===== config.mk =====
export PLATFORM = sky130hd
export DESIGN_NAME = murmur3_byte_stream_hash
export DESIGN_NICKNAME = d
export VERILOG_FILES = /design/src/hdl/mh3_pkg.sv /design/src/hdl/mh3_ctrl.sv /design/src/hdl/mh3_dpath.sv /design/src/hdl/murmur3_byte_stream_hash.sv
export SDC_FILE = /design/constraint.sdc
export NUM_CORES = 2
export LEC_CHECK = 0
export BUFFER_PORTS_ARGS = -buffer_cell sky130_fd_sc_hd__buf_4
export CAP_MARGIN = 20
export CORE_ASPECT_RATIO = 0.75
export CORE_MARGIN = 10
export CORE_UTILIZATION = 52
export CTS_BUF_LIST = sky130_fd_sc_hd__clkbuf_16
export CTS_CLUSTER_DIAMETER = 150
export DETAILED_ROUTE_END_ITERATION = 7
export PLACE_DENSITY_LB_ADDON = 0.08
export RECOVER_POWER = 25
export SYNTH_ARGS = -nofsm -noshare
export SYNTH_HDL_FRONTEND = slang
export SYNTH_SLANG_ARGS = --single-unit

===== constraint.sdc =====
create_clock -name clk -period 11.8 [get_ports clk]
set_input_delay 1.77 -clock clk [delete_from_list [all_inputs] [get_ports clk]]
set_output_delay 1.77 -clock clk [all_outputs]
set_load 0.005 [all_outputs]

===== src/hdl/mh3_pkg.sv =====
// ----------------------------------------------------------------------------
// mh3_pkg
// Shared constants and controller/datapath interface types for the
// MurmurHash3 x86_32 byte stream hasher.
// ----------------------------------------------------------------------------
package mh3_pkg;

  localparam logic [31:0] MH_C1      = 32'hcc9e2d51;
  localparam logic [31:0] MH_C2      = 32'h1b873593;
  localparam logic [31:0] MH_N       = 32'he6546b64;
  localparam logic [31:0] MH_F1      = 32'h85ebca6b;
  localparam logic [31:0] MH_F2      = 32'hc2b2ae35;
  localparam logic [31:0] MH_MASK    = 32'd24573;
  localparam logic [31:0] SEED_RESET = 32'd23;

  // datapath operations
  typedef enum logic [3:0] {
    DP_NOP,
    DP_ABSORB,   // take one byte into the partial word
    DP_K1,       // prod = word * C1
    DP_K2,       // prod = rotl15(prod) * C2
    DP_MIX,      // hash = rotl13(hash ^ prod) * 5 + N
    DP_TSEL,     // acc = open ? hash : seed
    DP_TXOR,     // acc ^= prod (tail)
    DP_AV1,      // prod = fmix step one
    DP_AV2,      // prod = fmix step two
    DP_EMIT      // load output register, clear key state
  } dp_op_t;

  typedef struct packed {
    dp_op_t op;
  } dp_cmd_t;

  typedef struct packed {
    logic phase_last;    // three bytes pending: next byte completes a word
    logic tail_pending;  // one to three bytes pending
    logic out_free;      // output register can take a result this cycle
  } dp_status_t;

endpackage


===== src/hdl/mh3_ctrl.sv =====
// ----------------------------------------------------------------------------
// mh3_ctrl
// Sequencer: accepts input transactions and steps the datapath through
// word mixing, tail mixing and the final avalanche.
// ----------------------------------------------------------------------------
module mh3_ctrl (
  input  logic                clk,
  input  logic                rst_n,
  input  logic                in_valid,
  output logic                in_ready,
  input  logic                in_byte_present,
  input  logic                in_key_end,
  input  mh3_pkg::dp_status_t st,
  output mh3_pkg::dp_cmd_t    cmd
);
  import mh3_pkg::*;

  typedef enum logic [8:0] {
    S_IDLE = 9'b000000001,
    S_K1   = 9'b000000010,
    S_K2   = 9'b000000100,
    S_MIX  = 9'b000001000,
    S_TSEL = 9'b000010000,
    S_TXOR = 9'b000100000,
    S_AV1  = 9'b001000000,
    S_AV2  = 9'b010000000,
    S_EMIT = 9'b100000000
  } state_t;

  state_t state_r, state_nxt;
  logic   last_r, last_nxt;
  logic   tail_r, tail_nxt;
  logic   accept;

  assign in_ready = (state_r == S_IDLE);
  assign accept   = in_valid && in_ready;

  always_comb begin
    state_nxt = state_r;
    last_nxt  = last_r;
    tail_nxt  = tail_r;
    cmd.op    = DP_NOP;
    unique case (state_r)
      S_IDLE: begin
        if (accept) begin
          cmd.op   = DP_ABSORB;
          last_nxt = in_key_end;
          if (in_byte_present && st.phase_last) begin
            state_nxt = S_K1;
          end else if (in_key_end) begin
            state_nxt = S_TSEL;
          end
        end
      end
      S_K1: begin
        cmd.op    = DP_K1;
        state_nxt = S_K2;
      end
      S_K2: begin
        cmd.op    = DP_K2;
        state_nxt = tail_r ? S_TXOR : S_MIX;
      end
      S_MIX: begin
        cmd.op    = DP_MIX;
        state_nxt = last_r ? S_TSEL : S_IDLE;
      end
      S_TSEL: begin
        cmd.op    = DP_TSEL;
        tail_nxt  = 1'b1;
        state_nxt = st.tail_pending ? S_K1 : S_AV1;
      end
      S_TXOR: begin
        cmd.op    = DP_TXOR;
        state_nxt = S_AV1;
      end
      S_AV1: begin
        cmd.op    = DP_AV1;
        state_nxt = S_AV2;
      end
      S_AV2: begin
        cmd.op    = DP_AV2;
        state_nxt = S_EMIT;
      end
      S_EMIT: begin
        if (st.out_free) begin
          cmd.op    = DP_EMIT;
          tail_nxt  = 1'b0;
          last_nxt  = 1'b0;
          state_nxt = S_IDLE;
        end
      end
      default: begin
        state_nxt = S_IDLE;
      end
    endcase
  end

  always_ff @(posedge clk) begin
    if (!rst_n) begin
      state_r <= S_IDLE;
      last_r  <= 1'b0;
      tail_r  <= 1'b0;
    end else begin
      state_r <= state_nxt;
      last_r  <= last_nxt;
      tail_r  <= tail_nxt;
    end
  end

endmodule


===== src/hdl/mh3_dpath.sv =====
// ----------------------------------------------------------------------------
// mh3_dpath
// Hash datapath: seed register, key state, one shared 32x32 multiplier with
// a registered product, and the output register.
// ----------------------------------------------------------------------------
module mh3_dpath (
  input  logic                clk,
  input  logic                rst_n,
  input  mh3_pkg::dp_cmd_t    cmd,
  output mh3_pkg::dp_status_t st,
  input  logic [7:0]          in_key_byte,
  input  logic                in_byte_present,
  input  logic                cfg_valid,
  input  logic [31:0]         cfg_hash_seed,
  output logic                out_valid,
  input  logic                out_ready,
  output logic [31:0]         out_hash_value
);
  import mh3_pkg::*;

  logic [31:0] seed_r, seed_nxt;
  logic [31:0] hash_r, hash_nxt;
  logic [31:0] word_r, word_nxt;
  logic [1:0]  phase_r, phase_nxt;
  logic [31:0] count_r, count_nxt;
  logic        open_r, open_nxt;
  logic [31:0] prod_r, prod_nxt;
  logic [31:0] acc_r, acc_nxt;
  logic        oval_r, oval_nxt;
  logic [31:0] ohash_r, ohash_nxt;

  logic [31:0] mul_a, mul_b, mul_lo;
  logic [31:0] mix_t, mix_rot;
  logic [31:0] av_x, av_x1, av_y;
  logic [31:0] byte_shifted;

  assign st.phase_last   = (phase_r == 2'd3);
  assign st.tail_pending = (phase_r != 2'd0);
  assign st.out_free     = !oval_r || out_ready;

  assign out_valid      = oval_r;
  assign out_hash_value = ohash_r;

  assign byte_shifted = {24'd0, in_key_byte} << {phase_r, 3'b000};
  assign mix_t        = hash_r ^ prod_r;
  assign mix_rot      = {mix_t[18:0], mix_t[31:19]};
  assign av_x         = acc_r ^ count_r;
  assign av_x1        = av_x ^ (av_x >> 16);
  assign av_y         = prod_r ^ (prod_r >> 13);

  // shared multiplier, low 32 bits only
  always_comb begin
    mul_a = word_r;
    mul_b = MH_C1;
    case (cmd.op)
      DP_K2: begin
        mul_a = {prod_r[16:0], prod_r[31:17]};
        mul_b = MH_C2;
      end
      DP_AV1: begin
        mul_a = av_x1;
        mul_b = MH_F1;
      end
      DP_AV2: begin
        mul_a = av_y;
        mul_b = MH_F2;
      end
      default: begin
        mul_a = word_r;
        mul_b = MH_C1;
      end
    endcase
  end
  assign mul_lo = mul_a * mul_b;

  always_comb begin
    seed_nxt  = cfg_valid ? cfg_hash_seed : seed_r;
    hash_nxt  = hash_r;
    word_nxt  = word_r;
    phase_nxt = phase_r;
    count_nxt = count_r;
    open_nxt  = open_r;
    prod_nxt  = prod_r;
    acc_nxt   = acc_r;
    ohash_nxt = ohash_r;
    oval_nxt  = out_ready ? 1'b0 : oval_r;
    unique case (cmd.op)
      DP_NOP: begin
      end
      DP_ABSORB: begin
        if (in_byte_present) begin
          if (!open_r) begin
            hash_nxt = seed_r;
          end
          open_nxt  = 1'b1;
          word_nxt  = word_r | byte_shifted;
          phase_nxt = phase_r + 2'd1;
          count_nxt = count_r + 32'd1;
        end
      end
      DP_K1, DP_K2, DP_AV1, DP_AV2: begin
        prod_nxt = mul_lo;
      end
      DP_MIX: begin
        // x*5 as x + 4x
        hash_nxt = mix_rot + {mix_rot[29:0], 2'b00} + MH_N;
        word_nxt = 32'd0;
      end
      DP_TSEL: begin
        acc_nxt = open_r ? hash_r : seed_r;
      end
      DP_TXOR: begin
        acc_nxt = acc_r ^ prod_r;
      end
      DP_EMIT: begin
        ohash_nxt = prod_r ^ (prod_r >> 16) ^ MH_MASK;
        oval_nxt  = 1'b1;
        hash_nxt  = 32'd0;
        word_nxt  = 32'd0;
        phase_nxt = 2'd0;
        count_nxt = 32'd0;
        open_nxt  = 1'b0;
      end
      default: begin
      end
    endcase
  end

  always_ff @(posedge clk) begin
    if (!rst_n) begin
      seed_r  <= SEED_RESET;
      hash_r  <= 32'd0;
      word_r  <= 32'd0;
      phase_r <= 2'd0;
      count_r <= 32'd0;
      open_r  <= 1'b0;
      oval_r  <= 1'b0;
    end else begin
      seed_r  <= seed_nxt;
      hash_r  <= hash_nxt;
      word_r  <= word_nxt;
      phase_r <= phase_nxt;
      count_r <= count_nxt;
      open_r  <= open_nxt;
      oval_r  <= oval_nxt;
    end
  end

  always_ff @(posedge clk) begin
    prod_r  <= prod_nxt;
    acc_r   <= acc_nxt;
    ohash_r <= ohash_nxt;
  end

endmodule


===== src/hdl/murmur3_byte_stream_hash.sv =====
// ----------------------------------------------------------------------------
// murmur3_byte_stream_hash
// MurmurHash3 x86_32 over a key streamed one byte per input transaction.
// ----------------------------------------------------------------------------
// Keys arrive one byte per input transaction; in_key_end marks the last
// transaction of a key, and in_byte_present = 0 on that transaction closes
// the key without adding a byte (an empty key if no byte came before). Each
// key yields one out_hash_value: the MurmurHash3 x86_32 of the key, seeded
// from cfg_hash_seed (23 after reset), XORed with 24573. A byte that does
// not complete a four-byte word is only accepted; a byte that completes a
// word is accepted, then goes through two multiplies and the hash update.
// Closing a key adds tail select, two avalanche multiplies and output load,
// and with one to three tail bytes pending also two more multiplies and the
// tail XOR, plus any wait of the output register on out_ready. in_ready is
// low until these steps are done. All multiplies go through one shared
// 32x32 multiplier with a registered product, so they run one at a time.
// The seed write is taken every cycle; a new seed applies from the next
// key on.
// ----------------------------------------------------------------------------
module murmur3_byte_stream_hash (
  input  logic        clk,
  input  logic        rst_n,
  // input channel
  input  logic        in_valid,
  output logic        in_ready,
  input  logic [7:0]  in_key_byte,
  input  logic        in_byte_present,
  input  logic        in_key_end,
  // result channel
  output logic        out_valid,
  input  logic        out_ready,
  output logic [31:0] out_hash_value,
  // seed register write
  input  logic        cfg_valid,
  output logic        cfg_ready,
  input  logic [31:0] cfg_hash_seed
);
  import mh3_pkg::*;

  dp_cmd_t    cmd;
  dp_status_t st;

  // the seed register takes a write in any cycle
  assign cfg_ready = 1'b1;

  // sequencer: owns the input handshake
  mh3_ctrl u_ctrl (
    .clk             (clk),
    .rst_n           (rst_n),
    .in_valid        (in_valid),
    .in_ready        (in_ready),
    .in_byte_present (in_byte_present),
    .in_key_end      (in_key_end),
    .st              (st),
    .cmd             (cmd)
  );

  // datapath: key state, multiplier, output register
  mh3_dpath u_dpath (
    .clk             (clk),
    .rst_n           (rst_n),
    .cmd             (cmd),
    .st              (st),
    .in_key_byte     (in_key_byte),
    .in_byte_present (in_byte_present),
    .cfg_valid       (cfg_valid),
    .cfg_hash_seed   (cfg_hash_seed),
    .out_valid       (out_valid),
    .out_ready       (out_ready),
    .out_hash_value  (out_hash_value)
  );

endmodule


Word-level counts from Yosys, hierarchy flattened:

Cells that the tools add are included.

* multipliers: 1
* eq/ne operators: 23
* multiplexer cells: 31
* reduce and logical (&&, ||, !) cells: 20
* bitwise logic cells: 8
* add/sub/neg operators: 4
* shifts and indexed selects: 1

Operators with widths (number)
* $pmux 32 s3: 3
* $pmux 32 s2: 3
* $mux 32: 4
* $xor 32x32->32: 3
* $pmux 9 s9: 1
* $xor 32x16->32: 2
* $mux 9: 4
* $pmux 4 s9: 1
* $add 32x1->32 const B: 1
* $add 32x32->32: 1
* $add 32x32->32 const B: 1
* $mul 32x32->32: 1
* $or 32x32->32: 1
* $shl 8x5->32: 1
* $xor 32x19->32: 1
* $eq 4x3->1 const B: 4
* $reduce_bool 2->1: 7
* $not 13->13: 1
* $eq 9x1->1 const B: 1
* $eq 9x2->1 const B: 1
* $eq 9x3->1 const B: 1
* $eq 9x4->1 const B: 1
* $eq 9x5->1 const B: 1
* $eq 9x6->1 const B: 1
* 26 further kinds: 42

* bits of input ports: 47
* output and inout bits: 35
* word-level logic and storage cells: 101
* register bits: 239

Depth between registers and ports, before layout:

* depth after elaboration: 8
* depth in mapped cells: 42
* gate-level depth less buffers: 39

Cells and area by module:

From an unflattened synthesis, not the netlist that was laid out.

* cells, all modules: 3002
* area, all modules: 27802.9 um2

By module, submodules not included
* mh3_dpath: seq. area each 5525.3 um2, times used 1, area an instance 27009.7 um2, cells an instance 2909
* mh3_ctrl: seq. area each 220.2 um2, times used 1, area an instance 782.0 um2, cells an instance 91
* murmur3_byte_stream_hash: seq. area each 0.0 um2, times used 1, area an instance 11.3 um2, cells an instance 2

Worst setup path before layout:

Ideal clock, no wire load.

* path type: flip-flop to flip-flop
* start: register u_ctrl.state_r[8]
* end: register u_dpath.prod_r[31] (data pin)
* data required time: 11.532 ns
* cell stages (with the launch flop): 37
* arrival: 8.859 ns
* library setup time: 0.268 ns
* setup slack: 2.674 ns
* cells stage by stage: dfxtp_1 -> nor3_1 -> and4_1 -> clkbuf_1 -> buf_4 -> clkbuf_1 -> clkbuf_1 -> nand2_1 -> a21boi_0 -> and3_1 -> inv_1 -> nand2_1 -> inv_1 -> fa_1 -> fa_1 -> inv_1 -> fa_1 -> fa_1 -> inv_1 -> fa_1 -> ha_1 -> fa_1 -> inv_1 -> fa_1 -> inv_1 -> ha_1 -> a21o_1 -> a21o_1 -> a21oi_1 -> o21ai_0 -> a21o_1 -> a21oi_1 -> nor2b_1 -> o21ai_0 -> a21o_1 -> a211oi_1 -> xnor3_1

* longest elaborated chain between the ends: 7
* elaborated cells between the ends (all ways): 18

RTL lines
* from (decl): RTL line mh3_ctrl.sv:30 `state_t state_r, state_nxt;`
* from (signal assigned): RTL line mh3_ctrl.sv:104 `state_r <= state_nxt;`
* $eq 9x1->1: RTL line mh3_ctrl.sv:35, mh3_ctrl.sv:43
* $logic_and 1x1->1: RTL line mh3_ctrl.sv:36 `assign accept = in_valid && in_ready;`
* $mux 1: RTL line mh3_ctrl.sv:45 `if (accept) begin`
* $pmux 4 s9 *: RTL line mh3_ctrl.sv:43 `unique case (state_r)`
* $eq 4x4->1 (tied with other cells): RTL line mh3_dpath.sv:55 `case (cmd.op)`
* $pmux 32 s3: RTL line mh3_dpath.sv:55
* $mul 32x32->32 *: RTL line mh3_dpath.sv:74 `assign mul_lo = mul_a * mul_b;`
* net u_dpath.mul_lo[31]: RTL line mh3_dpath.sv:32 `logic [31:0] mul_a, mul_b, mul_lo;`
* to (signal assigned): RTL line mh3_dpath.sv:150 `prod_r <= prod_nxt;`
* to (decl): RTL line mh3_dpath.sv:27 `logic [31:0] prod_r, prod_nxt;`

The timed path passes the listed nets; every way through them passes the cells marked *.
A chain may end at the register's enable or synchronous reset.

Worst setup path in the final report:

* start: register u_ctrl.state_r[0]
* end: register u_dpath.prod_r[31] (data pin)

The elaborated chain is that of the path after synthesis.

==> flow_summary.toml <==
[logic_synthesis]
synth_seq_area_share = 0.213
async_flop_share = 0
ys_types = 68
synth_top_cell_by_area = "fa_1"
syn_avg_cell_area_um2 = 9.30
synthCells = 2902
ys_ff_latch = 239
synth_area_um2 = 27000
synth.most_common_cell = "inv_1"
ys.warnings.count = 0
synth_top_cell_area_share = 0.290
synth-edff-count = 96
synth-main-ff-cell = "dfxtp_1"
synth_nets = 3538
synth_area_leaders = "fa_1 29%, edfxtp_1 11%, dfxtp_1 11%"
synth_commonest_cells = "559 x inv_1, 391 x fa_1, 242 x nor2_1"

[setup_path]
cp-end-kind = "flip-flop"
cp_num_buf_inv = 6
crit_arrival_ns = 10.96
crit_fanout = 13
slowest_delay_ns = 1.02
required_ns = 12.10
worstSetupStartpointType = "flip-flop"
cp_slowest_cell = "nor3_4"
crit_type = "flip-flop to flip-flop"
path_delay_family = "adder cells"

[timing]
fin_crit_sh = 0.904
finalSetupViolCount = 0
fmax_mhz = 93.7
tns_ns = 0
hold_violations = 0
slew_viol_final = 133
max-slew-margin-rel = -0.983
rsz0062_at_grt = "false"
finalClockSkew_ns = 0.0265
fin_crit_ns = 10.67
timing.hold.ws_ns = 0.480
tightest_slew_ns = 2.97

[floorplanning]
rows = 72
io_pins = 82
die_x_um = 283
start_util = 0.525
die_area_um2 = 61500
die-height_um = 217
fp.coreArea_um2 = 51400

[run_status]
violations = "capacitance limit, slew limit"
status = "complete, but fails checks"

[detailed_routing]
dr_total_vias = 21400
vias_per_cell = 5.85
met1_length_um = 46500
wl_met2_um = 39300
first_iter_violations = 2821
maxUsedRoutingLayer = "met5"
wl_per_cell_um = 29.0
drc = 0
drtAntennaViolNets = 0
wl_um = 106000
drt_pass1_iterations = 6
met3_length_um = 17900

[global_route]
antenna_found_initial = 2
grt_pass1_wl_um = 151000
grt_max_degree = 67
overflow = 0
grt_pass1_vias = 21100
grt_usage = 0.339

[layout]
stdcell_area_um2 = 29200
drive_gt1_frac = 0.0618
n_fill_cell = 4662
antenna_cells = 0
syn_to_final_growth_pct = 8.25
layout.nets = 3577
finalNonFillerCells = 3663

[clock_tree]
cts_resized = 0
cts_tree = "built"
worstSkewPairLatency_ns = 0.57
h-tree-depth = 1
root_buffer = "clkbuf_16"
cts_buffer_depth = 3
cts_setup_buffers = 0
path_clk_slew_ns = 0.07
holdBufCountCts = 0
cts_sinks = 239
cts_buffers = 25

[placed_design]
dpl_cell_area_um2 = 28400
portBuffers = 80
place_inst = 3617
dpl.hpwl_um = 89800
gp_congestion = 1.07

[power_and_ir_drop]
leakagePower_nw = 14.9
powerDensity_nw_per_um2 = 123
max-vdd-ir-drop_v = 0.000102

[run]
cap_violations = 2

[worst_hold_path]
hold_path.class = "flip-flop to flip-flop"
==> area by class of cell <==
type                       instances  area, um^2  share of cell area
inverter                         560        2100              0.0719
multi-input combinational       1992       18700               0.641
clock buffer                      25         626              0.0214
tap                              703         880              0.0301
timing repair buffer             123         897              0.0307
clock inverter                    21         230             0.00788
sequential                       239        5750               0.197
==> tightest hold or removal path, stage by stage, from the launching register on <==
cell     delay [ns]
dfxtp_1        0.33
a21oi_1        0.05
nor2_1         0.07
==> worst paths after layout <==
kind                            from                  to  slack [ns]  depth (start not counted)
hold / removal    u_dpath.word_r[13]  u_dpath.word_r[13]        0.48                          2
setup / recovery   u_ctrl.state_r[0]  u_dpath.prod_r[31]        1.13                         34
setup reg to reg   u_ctrl.state_r[0]  u_dpath.prod_r[31]        1.13                         34
hold reg to reg   u_dpath.word_r[13]  u_dpath.word_r[13]        0.48                          2
==> report_power, final <==
group | internal, mW | switching [mW] | total, mW
Combinational | 0.677 | 1.08 | 1.76
Sequential | 0.933 | 0.0535 | 0.987
Clock | 0.496 | 0.365 | 0.861
Total | 2.11 | 1.50 | 3.60
==> per-stage QoR <==
step            util  power (mW)  setup WS [ns]
2_1_floorplan      -        2.15           2.67
5_1_grt        0.568        3.81          0.837
4_1_cts        0.569        3.56           1.43
3_3_place_gp   0.552        2.66           1.61
6_report       0.568        3.60           1.13
3_5_place_dp   0.552        2.69           1.49
==> placed cells by master (no fill, tap or decap), drive strengths merged, types with 16 or more instances in the layout <==
master  count
a21oi     184
nand3      35
clkbuf     32
fa        391
dfxtp     143
nor2b      38
mux2i      77
xor2      124
nor3       29
buf       116
inv       564
edfxtp     96
and2       25
ha        198
nand2     229
o21ai      73
xnor2     142
nor2      242
o22ai      17
a21o       34
nand2b     16
and3       19
==> layer usage <==
layer  vias up  global-route usage
met2      1393               0.434
met1     10700               0.500
met5         -                   0
met3       149               0.166
li1       9167                   -
met4         2              0.0736
==> kinds of logic after synthesis <==
group | synth area share
XOR/XNOR | 0.0882
buffers and inverters | 0.0937
AND/OR/NAND/NOR | 0.113
adder cells (fa/ha/maj) | 0.382
flip-flops | 0.213
AO/OA/AOI/OAI | 0.0814
other | 0.000139
multiplexers | 0.0285
==> registers in the layout, summed over array words and instances (netlist names) <==
signal and count:
u_dpath.out_hash_value 32, u_dpath.open_r 1, u_ctrl.last_r 1, u_dpath.hash_r 32, u_dpath.phase_r 2, u_dpath.count_r 32, u_dpath.acc_r 32, u_ctrl.tail_r 1
u_ctrl.state_r 9, u_dpath.out_valid 1, u_dpath.word_r 32, u_dpath.seed_r 32, u_dpath.prod_r 32
Note: power is estimated with default switching activity, not from simulation.
